`config.mk`:
```
export PLATFORM = sky130hd
export DESIGN_NAME = multichannel_pulse_train_generator_top
export DESIGN_NICKNAME = d
export VERILOG_FILES = /design/src/design/mptg_pkg.sv /design/src/design/multichannel_pulse_train_generator_top.sv /design/src/design/mptg_front.sv /design/src/design/mptg_queue.sv /design/src/design/mptg_back.sv
export SDC_FILE = /design/constraint.sdc
export NUM_CORES = 2
export LEC_CHECK = 0
export BUFFER_PORTS_ARGS = -buffer_cell sky130_fd_sc_hd__buf_2
export CAP_MARGIN = 40
export CORE_MARGIN = 1
export CORE_UTILIZATION = 55
export CTS_BUF_LIST = sky130_fd_sc_hd__clkbuf_8
export DETAILED_ROUTE_END_ITERATION = 7
export PLACE_DENSITY_LB_ADDON = 0.12
export SLEW_MARGIN = 20
export SYNTH_ARGS = -nofsm -noshare
export SYNTH_HDL_FRONTEND = slang
export SYNTH_SLANG_ARGS = --single-unit
```
`constraint.sdc`:
```
create_clock -name clk -period 17.15 [get_ports clk]
set_input_delay 3.43 -clock clk [delete_from_list [all_inputs] [get_ports clk]]
set_output_delay 3.43 -clock clk [all_outputs]
set_load 0.005 [all_outputs]
```
`src/design/mptg_pkg.sv`:
```
// shared types, constants and register indexes for the pulse train generator
package mptg_pkg;

  // block size
  localparam int CHANNELS    = 4;
  localparam int TIME_BITS   = 16;
  localparam int PERIOD_BITS = 18;
  localparam int LANE_BITS   = 16;
  localparam int CFG_BITS    = 64;
  localparam int QUEUE_DEPTH = 2;

  // saturation limits
  localparam logic [TIME_BITS-1:0]   TIME_MAX   = {TIME_BITS{1'b1}};
  localparam logic [PERIOD_BITS-1:0] PERIOD_MAX = {PERIOD_BITS{1'b1}};

  // command codes
  localparam logic [1:0] CMD_START = 2'd1;
  localparam logic [1:0] CMD_STOP  = 2'd2;

  // event action codes
  localparam logic [1:0] ACT_DRIVE_ZERO = 2'd0;
  localparam logic [1:0] ACT_DRIVE_AMP  = 2'd1;
  localparam logic [1:0] ACT_FLOAT      = 2'd2;
  localparam logic [1:0] ACT_FLOAT_ALL  = 2'd3;

  // configuration register indexes
  localparam logic [2:0] REG_ZERO_FIRST  = 3'd0;
  localparam logic [2:0] REG_ACTIVE      = 3'd1;
  localparam logic [2:0] REG_ZERO_SECOND = 3'd2;
  localparam logic [2:0] REG_BURST       = 3'd3;
  localparam logic [2:0] REG_AMPLITUDE   = 3'd4;
  localparam logic [2:0] REG_ENABLE      = 3'd5;

  // one tick
  typedef struct packed {
    logic [1:0] command;
    logic       restart;
  } in_item_t;

  // one event
  typedef struct packed {
    logic [1:0]  channel;
    logic [1:0]  action;
    logic [15:0] drive_value;
    logic        running;
    logic        last;
  } out_item_t;

  // all events of one tick, slot c belongs to channel c
  typedef struct packed {
    logic [CHANNELS-1:0]                valid;
    logic [CHANNELS-1:0][1:0]           action;
    logic [CHANNELS-1:0][LANE_BITS-1:0] value;
    logic                               running;
  } tick_rec_t;

endpackage

```
`src/design/multichannel_pulse_train_generator_top.sv`:
```
// top level of the multichannel pulse train generator
//
//   port group       direction  handshake          contents
//   item             in         push / full        command, restart
//   result           out        empty / pop        channel, action, value, flags
//   cfg_*            in         cfg_write          register index and data
//
// a tick is taken whenever the record queue has room; ticks may follow back
// to back. each tick yields zero to four events, sent one per cycle by the
// back end while the result side keeps popping. reset is synchronous and
// clears run state, counters and queues; a stalled result side fills the
// two-record queue and then raises full.
module multichannel_pulse_train_generator_top (
  input  logic                clk,
  input  logic                rst,
  input  logic                push,
  output logic                full,
  input  mptg_pkg::in_item_t  item,
  output logic                empty,
  input  logic                pop,
  output mptg_pkg::out_item_t result,
  input  logic                cfg_write,
  input  logic [2:0]          cfg_index,
  input  logic [63:0]         cfg_data
);
  import mptg_pkg::*;

  tick_rec_t front_rec;
  tick_rec_t q_rec;
  logic      rec_push;
  logic      q_full;
  logic      q_valid;
  logic      q_pop;

  assign full = q_full;

  // tick front end
  mptg_front u_front (
    .clk       (clk),
    .rst       (rst),
    .push      (push),
    .full      (q_full),
    .item      (item),
    .cfg_write (cfg_write),
    .cfg_index (cfg_index),
    .cfg_data  (cfg_data),
    .rec_push  (rec_push),
    .rec       (front_rec)
  );

  // record queue
  mptg_queue u_queue (
    .clk      (clk),
    .rst      (rst),
    .wr_en    (rec_push),
    .wr_rec   (front_rec),
    .full     (q_full),
    .rd_en    (q_pop),
    .rd_valid (q_valid),
    .rd_rec   (q_rec)
  );

  // event back end
  mptg_back u_back (
    .clk     (clk),
    .rst     (rst),
    .q_valid (q_valid),
    .q_rec   (q_rec),
    .q_pop   (q_pop),
    .empty   (empty),
    .pop     (pop),
    .result  (result)
  );

endmodule

```
`src/design/mptg_front.sv`:
```
// tick front end: channel state update and event classification
module mptg_front (
  input  logic               clk,
  input  logic               rst,
  input  logic               push,
  input  logic               full,
  input  mptg_pkg::in_item_t item,
  input  logic               cfg_write,
  input  logic [2:0]         cfg_index,
  input  logic [63:0]        cfg_data,
  output logic               rec_push,
  output mptg_pkg::tick_rec_t rec
);
  import mptg_pkg::*;

  typedef enum logic [1:0] {
    PH_FLOAT = 2'd0,
    PH_ZERO1 = 2'd1,
    PH_ACTIVE = 2'd2,
    PH_ZERO2 = 2'd3
  } phase_t;

  // configuration
  logic [CFG_BITS-1:0] zero_first_times;
  logic [CFG_BITS-1:0] active_times;
  logic [CFG_BITS-1:0] zero_second_times;
  logic [CFG_BITS-1:0] burst_durations;
  logic [CFG_BITS-1:0] amplitudes;
  logic [CHANNELS-1:0] channel_enable;

  // channel state
  logic [CHANNELS-1:0][TIME_BITS-1:0]   dur;
  logic [CHANNELS-1:0][PERIOD_BITS-1:0] per;
  phase_t                               phase [CHANNELS];
  logic                                 run_flag;
  logic                                 prev_flag;

  logic [CHANNELS-1:0][TIME_BITS-1:0]   dur_next;
  logic [CHANNELS-1:0][PERIOD_BITS-1:0] per_next;
  phase_t                               phase_next [CHANNELS];
  logic                                 run_next;
  logic                                 prev_next;
  logic                                 accept;

  assign accept = push && !full;

  // configuration writes
  always_ff @(posedge clk) begin
    if (rst) begin
      zero_first_times  <= '0;
      active_times      <= '0;
      zero_second_times <= '0;
      burst_durations   <= '0;
      amplitudes        <= '0;
      channel_enable    <= {CHANNELS{1'b1}};
    end else if (cfg_write) begin
      unique case (cfg_index)
        REG_ZERO_FIRST:  zero_first_times  <= cfg_data;
        REG_ACTIVE:      active_times      <= cfg_data;
        REG_ZERO_SECOND: zero_second_times <= cfg_data;
        REG_BURST:       burst_durations   <= cfg_data;
        REG_AMPLITUDE:   amplitudes        <= cfg_data;
        REG_ENABLE:      channel_enable    <= cfg_data[CHANNELS-1:0];
        default: ;
      endcase
    end
  end

  // next channel state and events for the offered tick
  always_comb begin
    logic                     run_cmd;
    logic                     prev_rst;
    logic                     any_run;
    logic                     stop_edge;
    logic [TIME_BITS-1:0]     dur_base;
    logic [PERIOD_BITS-1:0]   per_base;
    logic [TIME_BITS-1:0]     t1;
    logic [TIME_BITS-1:0]     ta;
    logic [TIME_BITS-1:0]     t2;
    logic [TIME_BITS-1:0]     bd;
    logic [TIME_BITS:0]       e2;
    logic [TIME_BITS+1:0]     e3;
    phase_t                   nxt;

    run_cmd = run_flag;
    if (item.command == CMD_START) begin
      run_cmd = 1'b1;
    end else if (item.command == CMD_STOP) begin
      run_cmd = 1'b0;
    end
    prev_rst  = item.restart ? !run_cmd : prev_flag;
    stop_edge = !run_cmd && (prev_rst != run_cmd);
    any_run   = 1'b0;
    rec       = '0;

    for (int c = 0; c < CHANNELS; c++) begin
      dur_base = item.restart ? '0 : dur[c];
      per_base = item.restart ? '0 : per[c];
      t1 = zero_first_times[LANE_BITS*c +: TIME_BITS];
      ta = active_times[LANE_BITS*c +: TIME_BITS];
      t2 = zero_second_times[LANE_BITS*c +: TIME_BITS];
      bd = burst_durations[LANE_BITS*c +: TIME_BITS];
      e2 = {1'b0, t1} + {1'b0, ta};
      e3 = {1'b0, e2} + {2'b00, t2};
      nxt = PH_FLOAT;
      dur_next[c]   = dur_base;
      per_next[c]   = per_base;
      phase_next[c] = phase[c];
      if (run_cmd) begin
        if (dur_base != TIME_MAX) begin
          dur_base = dur_base + 1'b1;
        end
        if (per_base != PERIOD_MAX) begin
          per_base = per_base + 1'b1;
        end
        if (channel_enable[c] && (dur_base < bd)) begin
          any_run = 1'b1;
          if (per_base >= PERIOD_BITS'(e3)) begin
            per_base = '0;
          end
          if (per_base >= PERIOD_BITS'(e2)) begin
            nxt = PH_ZERO2;
          end else if (per_base >= PERIOD_BITS'(t1)) begin
            nxt = PH_ACTIVE;
          end else begin
            nxt = PH_ZERO1;
          end
        end
        dur_next[c]   = dur_base;
        per_next[c]   = per_base;
        phase_next[c] = nxt;
        // phase change gives one event
        if (nxt != phase[c]) begin
          rec.valid[c] = 1'b1;
          if (nxt == PH_ACTIVE) begin
            rec.action[c] = ACT_DRIVE_AMP;
            rec.value[c]  = amplitudes[LANE_BITS*c +: LANE_BITS];
          end else if (nxt == PH_FLOAT) begin
            rec.action[c] = ACT_FLOAT;
          end else begin
            rec.action[c] = ACT_DRIVE_ZERO;
          end
        end
      end else if (stop_edge) begin
        dur_next[c]   = '0;
        per_next[c]   = '0;
        phase_next[c] = PH_FLOAT;
      end
    end

    // run flags and the float-all event
    if (run_cmd) begin
      prev_next = 1'b1;
      run_next  = any_run;
    end else if (stop_edge) begin
      prev_next       = run_cmd;
      run_next        = run_cmd;
      rec.valid[0]    = 1'b1;
      rec.action[0]   = ACT_FLOAT_ALL;
    end else begin
      prev_next = prev_rst;
      run_next  = run_cmd;
    end
    rec.running = run_next;
  end

  assign rec_push = accept && (|rec.valid);

  // state update on each tick transfer
  always_ff @(posedge clk) begin
    if (rst) begin
      run_flag  <= 1'b0;
      prev_flag <= 1'b0;
      for (int c = 0; c < CHANNELS; c++) begin
        dur[c]   <= '0;
        per[c]   <= '0;
        phase[c] <= PH_FLOAT;
      end
    end else if (accept) begin
      run_flag  <= run_next;
      prev_flag <= prev_next;
      for (int c = 0; c < CHANNELS; c++) begin
        dur[c]   <= dur_next[c];
        per[c]   <= per_next[c];
        phase[c] <= phase_next[c];
      end
    end
  end

  // a running generator has always seen its run edge
  a_run_implies_prev: assert property (@(posedge clk) disable iff (rst)
    run_flag |-> prev_flag)
    else $error("run flag set without previous run flag");

endmodule

```
`src/design/mptg_queue.sv`:
```
// short queue of per-tick event records between front and back
module mptg_queue (
  input  logic                clk,
  input  logic                rst,
  input  logic                wr_en,
  input  mptg_pkg::tick_rec_t wr_rec,
  output logic                full,
  input  logic                rd_en,
  output logic                rd_valid,
  output mptg_pkg::tick_rec_t rd_rec
);
  import mptg_pkg::*;

  localparam int PTR_W = (QUEUE_DEPTH > 1) ? $clog2(QUEUE_DEPTH) : 1;
  localparam int CNT_W = $clog2(QUEUE_DEPTH + 1);
  localparam logic [PTR_W-1:0] PTR_LAST = PTR_W'(QUEUE_DEPTH - 1);
  localparam logic [CNT_W-1:0] CNT_FULL = CNT_W'(QUEUE_DEPTH);

  tick_rec_t        entries [QUEUE_DEPTH];
  logic [PTR_W-1:0] wr_ptr;
  logic [PTR_W-1:0] rd_ptr;
  logic [CNT_W-1:0] count;
  logic             do_wr;
  logic             do_rd;

  assign full     = (count == CNT_FULL);
  assign rd_valid = (count != '0);
  assign rd_rec   = entries[rd_ptr];
  assign do_wr    = wr_en && !full;
  assign do_rd    = rd_en && rd_valid;

  // storage
  always_ff @(posedge clk) begin
    if (do_wr) begin
      entries[wr_ptr] <= wr_rec;
    end
  end

  // pointers and fill count
  always_ff @(posedge clk) begin
    if (rst) begin
      wr_ptr <= '0;
      rd_ptr <= '0;
      count  <= '0;
    end else begin
      if (do_wr) begin
        wr_ptr <= (wr_ptr == PTR_LAST) ? '0 : wr_ptr + 1'b1;
      end
      if (do_rd) begin
        rd_ptr <= (rd_ptr == PTR_LAST) ? '0 : rd_ptr + 1'b1;
      end
      if (do_wr && !do_rd) begin
        count <= count + 1'b1;
      end else if (do_rd && !do_wr) begin
        count <= count - 1'b1;
      end
    end
  end

  a_count_range: assert property (@(posedge clk) disable iff (rst)
    count <= CNT_FULL)
    else $error("queue count beyond depth");

  a_no_write_when_full: assert property (@(posedge clk) disable iff (rst)
    wr_en |-> !full)
    else $error("record written into full queue");

endmodule

```
`src/design/mptg_back.sv`:
```
// event back end: serializes records into single event transfers
module mptg_back (
  input  logic                 clk,
  input  logic                 rst,
  input  logic                 q_valid,
  input  mptg_pkg::tick_rec_t  q_rec,
  output logic                 q_pop,
  output logic                 empty,
  input  logic                 pop,
  output mptg_pkg::out_item_t  result
);
  import mptg_pkg::*;

  tick_rec_t           cur;
  logic [CHANNELS-1:0] pend;
  logic                out_full;
  out_item_t           out_q;

  logic [CHANNELS-1:0] sel_oh;
  logic [1:0]          sel_ch;
  logic [1:0]          sel_act;
  logic [LANE_BITS-1:0] sel_val;
  logic [CHANNELS-1:0] pend_after;
  logic                out_take;
  logic                emit;

  // lowest pending channel goes next
  always_comb begin
    sel_oh  = '0;
    sel_ch  = '0;
    sel_act = '0;
    sel_val = '0;
    for (int c = CHANNELS - 1; c >= 0; c--) begin
      if (pend[c]) begin
        sel_oh    = '0;
        sel_oh[c] = 1'b1;
        sel_ch    = 2'(c);
        sel_act   = cur.action[c];
        sel_val   = cur.value[c];
      end
    end
  end

  assign out_take   = pop && out_full;
  assign emit       = (|pend) && (!out_full || out_take);
  assign pend_after = pend & ~sel_oh;
  assign q_pop      = q_valid && ((pend == '0) || (emit && (pend_after == '0)));
  assign empty      = !out_full;
  assign result     = out_q;

  // current record and output register
  always_ff @(posedge clk) begin
    if (rst) begin
      pend     <= '0;
      out_full <= 1'b0;
    end else begin
      if (emit) begin
        out_full          <= 1'b1;
        out_q.channel     <= sel_ch;
        out_q.action      <= sel_act;
        out_q.drive_value <= sel_val;
        out_q.running     <= cur.running;
        out_q.last        <= (pend_after == '0);
      end else if (out_take) begin
        out_full <= 1'b0;
      end
      if (q_pop) begin
        cur  <= q_rec;
        pend <= q_rec.valid;
      end else if (emit) begin
        pend <= pend_after;
      end
    end
  end

  a_float_all_alone: assert property (@(posedge clk) disable iff (rst)
    (out_full && (out_q.action == ACT_FLOAT_ALL)) |-> out_q.last)
    else $error("float-all event not last of its tick");

endmodule

```
**Word-level counts from Yosys, hierarchy flattened**

Memory sizes are Yosys's and may differ from the RTL's. A register that Yosys moved wholly into a read port is not among the register bits.
Index checks and enable logic that the tools add are counted.

- RAM bits: 162
- Memories kept: 2
- Output and inout bits: 24
- Register bits: 566

- Bitwise gates (word level): 7
- Muxes and demuxes: 166
- Equality and inequality tests: 25
- Reductions and logical operators: 44
- $add $sub $neg: 20
- Order comparisons: 16

Memories:

| memory | words | bits a word | read ports | clocked after memory_dff | write ports | RTL line | source |
|---|---|---|---|---|---|---|---|
| u_queue.entries | 2 | 77 | 1 | 1 | 1 | mptg_queue.sv:19 | `tick_rec_t entries [QUEUE_DEPTH];` |
| u_front.phase | 4 | 2 | 4 | 0 | 4 | mptg_front.sv:34 | `phase_t phase [CHANNELS];` |

Operators by type and width:

| cell | number |
|---|---|
| two-way mux 18 bit | 36 |
| two-way mux 16 bit | 36 |
| two-way mux 2 bit | 54 |
| adder 17 x 16 -> 18 bit | 4 |
| adder 18 x 1 -> 18 bit (second input constant) | 4 |
| greater-or-equal comparator 18 x 16 -> 1 bit | 4 |
| greater-or-equal comparator 18 x 17 -> 1 bit | 4 |
| greater-or-equal comparator 18 bit | 4 |
| inequality test 18 bit (second input constant) | 4 |
| adder 16 x 16 -> 17 bit | 4 |
| adder 16 x 1 -> 16 bit (second input constant) | 4 |
| less-than comparator 16 bit | 4 |
| inequality test 16 bit (second input constant) | 4 |
| two-way mux 1 bit | 34 |
| two-way mux 4 bit | 6 |
| AND reduction 2 bit | 8 |
| logical AND 1 bit | 15 |
| == test 2 bit (second input constant) | 6 |
| logical NOT 2 bit | 4 |
| logical NOT 4 bit | 2 |
| inequality test 2 bit | 4 |
| nonzero test 2 bit | 4 |
| OR reduction 4 bit | 2 |
| == test 3 x 2 -> 1 bit (second input constant) | 2 |
| 15 further kinds | 25 |

**Logic depth before layout (Yosys ltp)**

- Depth in word-level cells: 25
- Gate-level depth with buffers: 43
- Mapped depth without buffers: 41

**Hierarchy**

A second synthesis with hierarchy kept.

- Cells, all modules: 4,715
- Area total of the unflattened synthesis: 41,996.5 µm²

By module, submodules not included:

| module | seq. area each (µm²) | area an instance (µm²) | times used | cells an instance |
|---|---|---|---|---|
| mptg_front | 9,489.1 | 32,182.1 | 1 | 4,231 |
| mptg_queue | 4,724.5 | 5,900.7 | 1 | 265 |
| mptg_back | 2,952.8 | 3,913.8 | 1 | 219 |

**Worst setup path before layout**

No wires, ideal clock.

- Path kind: input -> register
- Start point: in item[0] (netlist bit)
- End point: mem u_queue.entries[0][0] (netlist bit) (enable)
- Path buffers: 7
- Slack: 3.493 ns
- Data arrival time: 13.135 ns
- Stages: 33
- Cells stage by stage: buf_2 buf_6 buf_2 buf_1 clkbuf_1 nor2b_1 ha_1 nand3_1 or3_1 and4_1 clkbuf_1 and3_1 nand2_1 xor2_1 nor2_1 ha_1 a21o_1 a21o_1 a221oi_1 o31ai_2 clkbuf_1 nor3_1 ha_1 a41o_1 a221oi_1 a21oi_1 a211oi_1 a21oi_1 a31oi_1 a41o_1 a211oi_2 a21oi_1 nor2b_1

RTL lines:

| element | RTL line | source |
|---|---|---|
| from (decl) | multichannel_pulse_train_generator_top.sv:18 | `input mptg_pkg::in_item_t item,` |
| to (decl) | mptg_queue.sv:19 |  |

==> results.toml <==
[run_status]
status = "finished, final reports clean"

[synthesis]
synth_edf_count = 257
synthDistinctLibCells = 89
synth_flop_cell = "dfxtp_1"
yosysWarningCount = 0
syn_inst = 4629
synth-async-reset-ratio_pct = 0
yosysSeqAreaShare_pct = 41.50
netlist_area_sq_um = 41360
syn_area_per_cell_sq_um = 8.936
syn-num-nets = 5121
synth_seq_cells = 729

[clocking]
clk_pin_slew_worst_paths_ns = 0.07
ctsResizeCount = 0
hold_buffers = 0
post_cts_buffers = 0
ctsLongestPathBuffers = 3
h-tree-depth = 3
cts_tree = "done"
cts_buffers = 121
cts.sinks = 729
cts-root-buf = "clkbuf_8"
clkLatencyLatePin_ns = 0.76

[final_layout]
fin_util_pct = 61.16
multi_input_area_sq_um = 22530
fillers = 6489
instances_no_fill = 5785
design_area_sq_um = 45530
nNetsFinal = 5199
area_growth_pct = 10.07
regArea_sq_um = 17170
drive_gt1_share_pct = 9.616

[detailed_routing]
via_per_inst = 5.715
drc_errors = 0
wl_um = 106500
dr.pass1.iters = 5
dr.first_iter.drc_count = 2322
wire_per_inst_um = 18.41
route.antenna.remaining_nets = 0
num_vias = 33062

[setup_path]
r2r-end = "u_queue.entries[0][26]"
path_max_fanout = 133
crit_cells = 31
critPathKind = "in -> reg"
crit_end = "u_queue.entries[0][26]"
critPathSlowestCell = "a211oi_1"
critPathTopFamily = "compound AO/OA/AOI/OAI gates"
cp.arrival_ns = 12.02
start_kind = "primary input"
slowest_delay_ns = 0.66
crit_path_end_kind = "flop"
crit_buf_inv = 5
cpMostUsedCell = "a21oi_1"
crit_start = "item[0]"
rr_startpoint = "u_front.zero_first_times[16]"
critPathRequiredTime_ns = 17.51
reg2regPathDepth = 39
rrSetupSlack_ns = 6.66

[timing]
rsz0062_at_grt = "no"
clock_skew_ns = 0.04629
worst_pin_slew_ns = 1.016
period_needed_ns = 11.67
tns_ns = 0
slew_violations = 0
timing.final.crit_share_pct = 68.02
setup_viol_count_final = 0
finalHoldViolCount = 0
max_freq_mhz = 85.72
relSlewSlack_pct = 32.26

[floorplan]
core_sq_um = 74450
initial_core_util_pct = 55.56
rows = 100
die_w_um = 276.2
dieArea_sq_um = 76310
die_y_um = 276.2
pin_count = 99

[place]
place_hpwl_um = 75100
gp_congestion = 0.8662
placed_cell_area_sq_um = 42910
placed_cells = 5550
io_buffers = 98

[global_route]
grt_pass1_wl_um = 170400
grt_pass1_vias = 31869
overflow = 0
track_usage_pct = 27.67
grt_max_degree = 188
antenna_found_initial = 2

[power]
power_leakage_uw = 0.01823
power_density_nw_per_um2 = 96.69
total_power_uw = 4402
peakVddDrop_v = 0.00007789

[run]
maxCapViolations = 0

[worst_hold_path]
hp-class = "reg -> reg"
stage by stage:
step / hold WS (ns) / setup slack [ns]
5_1_grt: 0.4436 / 4.885
3_3_place_gp: 0.4077 / 4.866
6_report: 0.4309 / 5.485
2_1_floorplan: 0.4003 / 3.493
4_1_cts: 0.4262 / 5.673
3_5_place_dp: 0.4110 / 4.883
how the worst min path moves through the flow:
stage,start,endpoint,slack [ns],cells after the start
after floorplan,u_back.cur[0],u_back.result[1],0.40,0
after global placement,u_back.cur[0],u_back.result[1],0.41,0
after detailed placement,u_back.cur[0],u_back.result[1],0.41,0
after CTS,u_back.cur[0],u_back.result[1],0.43,0
after global routing,u_back.cur[0],u_back.result[1],0.44,0
final,u_back.cur[0],u_back.result[1],0.43,0
layout make-up:
class | count | area share [%]
multi-input combinational | 3444 | 49.48
clock buffer | 148 | 4.474
antenna | 1 | 0.005496
sequential | 729 | 37.71
inverter | 267 | 2.201
clock inverter | 83 | 1.138
tap | 969 | 2.663
timing repair buffer | 144 | 2.328
layer usage:
metal / GRT usage (%) / vias up / share of wire (%)
met4: 8.237 / 2 / 2.5
li1: - / 16421 / -
met5: 0 / - / 0.012
met3: 3.853 / 159 / 5.1
met1: 37.74 / 15672 / 46
met2: 45.62 / 808 / 46
synth_stat cells, types with 8 or more instances:
cell type | number | area share [%]
ha_1 | 409 | 12
nor3_1 | 96 | 1.2
a211o_1 | 14 | 0.30
nor2_1 | 277 | 2.5
and3_1 | 38 | 0.57
or3_1 | 19 | 0.29
xor2_1 | 100 | 2.1
a21o_1 | 62 | 1.1
nand2_1 | 818 | 7.4
nand4_1 | 62 | 0.94
a2111oi_0 | 9 | 0.19
nand2b_1 | 56 | 0.85
dfxtp_1 | 472 | 23
o21ai_0 | 146 | 1.8
a211oi_1 | 19 | 0.34
a22oi_1 | 46 | 0.83
nor4_1 | 12 | 0.18
o2111ai_1 | 9 | 0.19
mux2i_1 | 12 | 0.29
nand3_1 | 89 | 1.1
xnor2_1 | 119 | 2.5
a31oi_1 | 18 | 0.27
clkbuf_1 | 166 | 1.5
a21oi_1 | 491 | 5.9
edfxtp_1 | 257 | 19
nor2b_1 | 81 | 1.2
mux2_2 | 82 | 2.2
fa_1 | 8 | 0.39
o211ai_1 | 12 | 0.22
buf_1 | 11 | 0.10
a22o_1 | 88 | 1.9
inv_1 | 266 | 2.4
or2_2 | 12 | 0.18
and2_1 | 81 | 1.2
and4_1 | 13 | 0.28
o21a_1 | 14 | 0.25
worst register-to-register path: cells and delay by family (launching register included):
kind                     cells  cell delay [ns]
AO/OA/AOI/OAI               22             4.99
XOR/XNOR                     2             0.45
adder cells (fa/ha/maj)      5             1.50
buffers and inverters        3             0.87
flip-flops                   1             0.38
AND/OR/NAND/NOR              7             1.85
logic make-up after synthesis:
family                   after synthesis  synth area share [%]
multiplexers                          95                 2.559
AO/OA/AOI/OAI                       1006                 15.02
XOR/XNOR                             219                 4.637
flip-flops                           729                 41.50
buffers and inverters                456                 4.232
adder cells (fa/ha/maj)              418                 12.78
AND/OR/NAND/NOR                     1706                 19.26
registers in the layout, indices dropped and copies added (netlist names), 2 cells and up, named ones only:
signal	flops
u_front.amplitudes	64
u_queue.count	2
u_back.pend	4
u_front.channel_enable	4
u_front.dur	64
u_front.active_times	64
u_front.zero_second_times	64
u_queue.entries	154
u_front.burst_durations	64
u_front.per	72
u_front.phase	8
u_back.result	22
u_front.zero_first_times	64
u_back.cur	73
power breakdown:
| group | leakage [uW] | switching (uW) | internal (uW) | total (uW) |
|---|---|---|---|---|
| Clock | 0.00149 | 731 | 869 | 1600 |
| Sequential | 0.00626 | 71.1 | 2000 | 2070 |
| Combinational | 0.0105 | 468 | 260 | 728 |
placed cells by master, fill, tap and decap left out, types with 14 or more instances in the layout:
| cell | count |
|---|---|
| dfxtp_1 | 471 |
| nor2_1 | 273 |
| ha_1 | 409 |
| clkbuf_8 | 148 |
| nand2b_1 | 56 |
| nand4_1 | 62 |
| mux2_2 | 82 |
| edfxtp_1 | 257 |
| o21ai_0 | 146 |
| xor2_1 | 100 |
| a21o_1 | 62 |
| a31oi_1 | 18 |
| o21a_1 | 14 |
| a21oi_1 | 491 |
| nand3_1 | 87 |
| or3_1 | 19 |
| xnor2_1 | 119 |
| inv_1 | 315 |
| nand2_1 | 815 |
| buf_4 | 32 |
| and3_1 | 38 |
| a211o_1 | 14 |
| a211oi_1 | 19 |
| and2_1 | 79 |
| nor2b_1 | 79 |
| a22o_1 | 88 |
| a22oi_1 | 46 |
| nor3_1 | 92 |
| buf_2 | 96 |
(Power assumes the default switching activity.)
